$ cat config.mk
export PLATFORM = sky130hd
export DESIGN_NAME = mmcs_div
export DESIGN_NICKNAME = d
export VERILOG_FILES = /design/src/rtl/min_max_contrast_stretch_unit_defines.svh /design/src/rtl/mmcs_pkg.sv /design/src/rtl/mmcs_div.sv
export SDC_FILE = /design/constraint.sdc
export NUM_CORES = 1
export LEC_CHECK = 0
export BUFFER_PORTS_ARGS = -buffer_cell sky130_fd_sc_hd__buf_2
export CORE_ASPECT_RATIO = 0.5
export CORE_MARGIN = 1
export CORE_UTILIZATION = 40
export CTS_CLUSTER_DIAMETER = 80
export DETAILED_ROUTE_END_ITERATION = 12
export PLACE_DENSITY = 0.59
export SLEW_MARGIN = 20
export SYNTH_ARGS = -nofsm -noshare
export SYNTH_HDL_FRONTEND = slang
export SYNTH_SLANG_ARGS = --single-unit
$ cat constraint.sdc
create_clock -name clock -period 3.19 [get_ports clock]
set_clock_uncertainty 0.1 [all_clocks]
set_input_delay 0.319 -clock clock [delete_from_list [all_inputs] [get_ports clock]]
set_output_delay 0.319 -clock clock [all_outputs]
set_load 0.05 [all_outputs]
$ cat src/rtl/min_max_contrast_stretch_unit_defines.svh
// ----------------------------------------------------------------------------
// Assertion macros for the contrast stretch unit
// Simulation-only checks; the synthesis variants expand to nothing.
// ----------------------------------------------------------------------------
`ifndef MIN_MAX_CONTRAST_STRETCH_UNIT_DEFINES_SVH
`define MIN_MAX_CONTRAST_STRETCH_UNIT_DEFINES_SVH

`ifndef SYNTHESIS
`define CHECK_IMPLY(label, clk, rst, ante, cons) \
   label: assert property (@(posedge clk) disable iff (rst) (ante) |-> (cons)) \
      else $error("same-cycle check failed");
`define CHECK_NEXT(label, clk, rst, ante, cons) \
   label: assert property (@(posedge clk) disable iff (rst) (ante) |=> (cons)) \
      else $error("next-cycle check failed");
`else
`define CHECK_IMPLY(label, clk, rst, ante, cons)
`define CHECK_NEXT(label, clk, rst, ante, cons)
`endif

`endif

$ cat src/rtl/mmcs_pkg.sv
// ----------------------------------------------------------------------------
// mmcs_pkg
// Shared constants and types of the min/max contrast stretch unit.
// ----------------------------------------------------------------------------
package mmcs_pkg;

   localparam int MAX_PIXELS = 4096;
   localparam int PIX_W      = 8;
   localparam int ADDR_W     = (MAX_PIXELS > 1) ? $clog2(MAX_PIXELS) : 1;
   localparam int CNT_W      = $clog2(MAX_PIXELS + 1);
   localparam int PROD_W     = 2 * PIX_W;

   typedef struct packed {
      logic busy;
      logic done;
   } div_stat_type;

endpackage

$ cat src/rtl/mmcs_div.sv
// ----------------------------------------------------------------------------
// mmcs_div
// Radix-2 restoring divider: 16-bit dividend by 8-bit divisor, 8-bit quotient,
// one quotient bit per cycle. Caller guarantees quotient < 256.
// ----------------------------------------------------------------------------
module mmcs_div import mmcs_pkg::*; (
   input  logic              clock,
   input  logic              reset,
   input  logic              start,
   input  logic [PROD_W-1:0] dividend,
   input  logic [PIX_W-1:0]  divisor,
   output logic [PIX_W-1:0]  quotient,
   output div_stat_type      stat
);

   localparam int STEP_W = $clog2(PIX_W);

   logic              busy_ff, busy_in;
   logic [STEP_W-1:0] step_ff, step_in;
   logic [PIX_W-1:0]  rem_ff, rem_in;
   logic [PIX_W-1:0]  low_ff, low_in;
   logic [PIX_W-1:0]  dsr_ff, dsr_in;
   logic              done_ff, done_in;
   logic [PIX_W:0]    trial;
   logic [PIX_W:0]    diff;
   logic              ge;

   always_comb begin
      trial   = {rem_ff, low_ff[PIX_W-1]};
      diff    = trial - {1'b0, dsr_ff};
      ge      = (trial >= {1'b0, dsr_ff});
      busy_in = busy_ff;
      step_in = step_ff;
      rem_in  = rem_ff;
      low_in  = low_ff;
      dsr_in  = dsr_ff;
      done_in = 1'b0;
      if (start) begin
         // high byte is already below the divisor, so only 8 steps remain
         busy_in = 1'b1;
         step_in = '0;
         rem_in  = dividend[PROD_W-1:PIX_W];
         low_in  = dividend[PIX_W-1:0];
         dsr_in  = divisor;
      end else if (busy_ff) begin
         rem_in  = ge ? diff[PIX_W-1:0] : trial[PIX_W-1:0];
         low_in  = {low_ff[PIX_W-2:0], ge};
         step_in = step_ff + 1'b1;
         if (step_ff == STEP_W'(PIX_W - 1)) begin
            busy_in = 1'b0;
            done_in = 1'b1;
         end
      end
   end

   always_ff @(posedge clock) begin
      if (reset) begin
         busy_ff <= 1'b0;
         done_ff <= 1'b0;
         step_ff <= '0;
      end else begin
         busy_ff <= busy_in;
         done_ff <= done_in;
         step_ff <= step_in;
      end
      rem_ff <= rem_in;
      low_ff <= low_in;
      dsr_ff <= dsr_in;
   end

   assign quotient  = low_ff;
   assign stat.busy = busy_ff;
   assign stat.done = done_ff;

endmodule

==> results.yml <==
logic_synthesis:
  syn-num-nets: 178
  yosys_warnings: 0
  synth_edf_count: 24
  syn_area_per_cell_sq_um: 11.6
  netlist_area_sq_mm: 0.00163
  yosys.cell_types.count: 39
  async_reset_ff_share_pct: 0
  synth_cells: 140
  synthFlopType: "edfxtp_1"
  ys_ff_latch: 29
  yosysSeqAreaShare_pct: 50.3
layout:
  area_delta_synth_final_pct: 20.0
  mostFrequentLayoutCell: "buf_2"
  fin_nets: 215
  diodes: 0
  layout_common_cells: "buf_2, edfxtp_1, inv_1, mux2_2, ha_1"
  final-instance-count-excl-fill: 229
  fillCellCount: 342
  final_area_sq_mm: 0.00196
  drive_gt1_share_pct: 36.5
setup_path:
  startpoint: "rem_ff[5]"
  worstSetupEndpoint: "rem_ff[4]"
  crit_arrival_ps: 2580
  critPathLaunchType: "flop"
  timing.rr.end: "rem_ff[4]"
  rr_startpoint: "rem_ff[5]"
  r2r_setup_slack_ps: 540
  reg2regPathDepth: 6
  crit_path_end_kind: "flop"
  critPathMaxFanout: 7
  worst-setup-path-type: "flop to flop"
  cp.required_ps: 3120
power_and_ir_drop:
  p_clk_share_pct: 29.5
  p_seq_share_pct: 39.3
  ir_drop_uv: 215
  p_comb_share_pct: 31.1
  power_switching_uw: 387
  p_per_area_mw_per_mm2: 644
  p_sw_share_pct: 30.8
  report.power.total_uw: 1260
  leakagePower_uw: 0.000844
  p_int_uw: 872
global_route:
  grt_overflow: 0
  grt_first_pass_wirelength_mm: 4.75
  grt_usage_pct: 15.4
  grt_pass1_vias: 1044
  grt_max_degree: 40
  antenna_found_initial: 0
drt:
  wl_mm: 2.94
  dr_total_vias: 1111
  dr.pass1.iters: 4
  drcViolationCount: 0
  via_per_inst: 4.85
  drt_iter0_markers: 31
  final_antenna_net_count: 0
  wl_per_cell_um: 12.8
worst_hold_path:
  hold_path_class: "input port to flop"
sta:
  setup_tns_ps: 0
  finalCriticalPeriod_ps: 2650
  slew_violations: 0
  rsz0062_at_grt: "no"
  post-route-period-util_pct: 83.1
  setup_viol: 0
  whs_ps: 107
  tightest_slew_ps: 743
  final_hold_viol_count: 0
  fmax_ghz: 0.377
  relSlewSlack_pct: 50.5
outcome:
  status: "complete, no violations"
floorplan:
  die_h_um: 47.1
  ios: 37
  initial_core_util_pct: 44.5
  fp.coreArea_sq_mm: 0.00366
  die_x_um: 92.3
  row_count: 15
  dieArea_sq_mm: 0.00435
clock_tree:
  cts_resized: 0
  post_cts_buffers: 0
  numCtsBuffers: 5
  h-tree-depth: 2
  clkTransAtPathRegs_ps: 70
  hold_buffers: 0
  cts-root-buf: "clkbuf_8"
  cts_buffer_depth: 2
  cts_sinks: 29
  clock_latency_ps: 280
  cts_tree: "built"
placed_design:
  portBuffers: 36
  place_congestion: 0.774
  dp_cells: 221
  hpwl_mm: 2.09
  place_area_sq_mm: 0.00184
job:
  cap_violations: 0
==> sequential cells by signal, summed over array words and instances, names as in the netlist <==
| signal | cells |
|---|---|
| dsr_ff | 8 |
| done_ff | 1 |
| quotient | 8 |
| busy_ff | 1 |
| rem_ff | 8 |
| step_ff | 3 |
==> cells in the mapped netlist (2+ instances only) <==
cell type / count / area, sq um
edfxtp_1: 24 / 721
inv_1: 14 / 52.6
mux2_2: 13 / 146
ha_1: 10 / 125
a21oi_1: 8 / 40.0
nor3_1: 7 / 35.0
nor2b_1: 6 / 37.5
o21ai_0: 6 / 30.0
dfxtp_1: 5 / 100
mux2i_1: 4 / 40.0
nand2_1: 4 / 15.0
clkbuf_1: 3 / 11.3
nor2_1: 3 / 11.3
a21o_1: 2 / 15.0
and3_1: 2 / 12.5
buf_4: 2 / 15.0
nand3_1: 2 / 10.0
o21a_1: 2 / 15.0
or2_2: 2 / 12.5
xnor2_1: 2 / 17.5
==> cell type report <==
cell class                 instances  area (sq um)  area share [%]
sequential                        29           821            42.0
inverter                          14          52.6            2.69
clock buffer                       7           108            5.50
multi-input combinational         90           716            36.6
timing repair buffer              37           188            9.60
clock inverter                     1          7.51           0.384
tap                               51          63.8            3.26
==> through the flow <==
stage | utilization (%) | setup WS (ps)
3_5_place_dp | 50.3 | 561
4_1_cts | 53.4 | 551
3_3_place_gp | 50.3 | 606
6_report | 53.4 | 539
2_1_floorplan | - | 585
5_1_grt | 53.4 | 456
==> cells by family (layout without fill, tap and decap cells) <==
group / after synthesis / in the layout / synth area share (%)
AOI/OAI and AO/OA: 28 / 28 / 11.4
xor gates and xnor gates: 2 / 2 / 1.07
adders and majority gates: 11 / 11 / 8.90
buffers and inverters: 21 / 59 / 5.76
DFF: 29 / 29 / 50.3
muxes: 17 / 17 / 11.4
and+or+nand+nor: 32 / 32 / 11.1
==> power groups by stage <==
stage / clock, uW / sequential (uW) / combinational [uW]
final: 372 / 495 / 392
after global routing: 397 / 501 / 434
after CTS: 382 / 496 / 393
after detailed placement: 0 / 504 / 391
after global placement: 0 / 503 / 392
after floorplan: 0 / 540 / 274
==> per-layer routing <==
metal | vias to the layer above | track usage, % | wire, um
met5 | - | 0 | 0
met4 | 0 | 7.50 | 47
met3 | 7 | 6.31 | 217
met2 | 22 | 21.2 | 1200
met1 | 501 | 21.1 | 1480
li1 | 581 | - | -
==> worst min-delay path by stage <==
stage / startpoint / to / slack [ps] / depth (start not counted)
5_1_grt: divisor[6] / dsr_ff[6] / 100 / 1
3_5_place_dp: divisor[6] / dsr_ff[6] / 400 / 1
4_1_cts: divisor[7] / dsr_ff[7] / 100 / 1
6_report: divisor[3] / dsr_ff[3] / 110 / 1
2_1_floorplan: reset / busy_ff / 290 / 1
3_3_place_gp: divisor[3] / dsr_ff[3] / 390 / 1
==> critical path, cell delays in order, from the launching register on <==
cell and delay, ps:
edfxtp_1 390, ha_1 370, a21o_1 210, a221o_1 360, a21oi_2 330, mux2_2 390
mux2_2 250
Note: power is estimated with default switching activity, not from simulation.
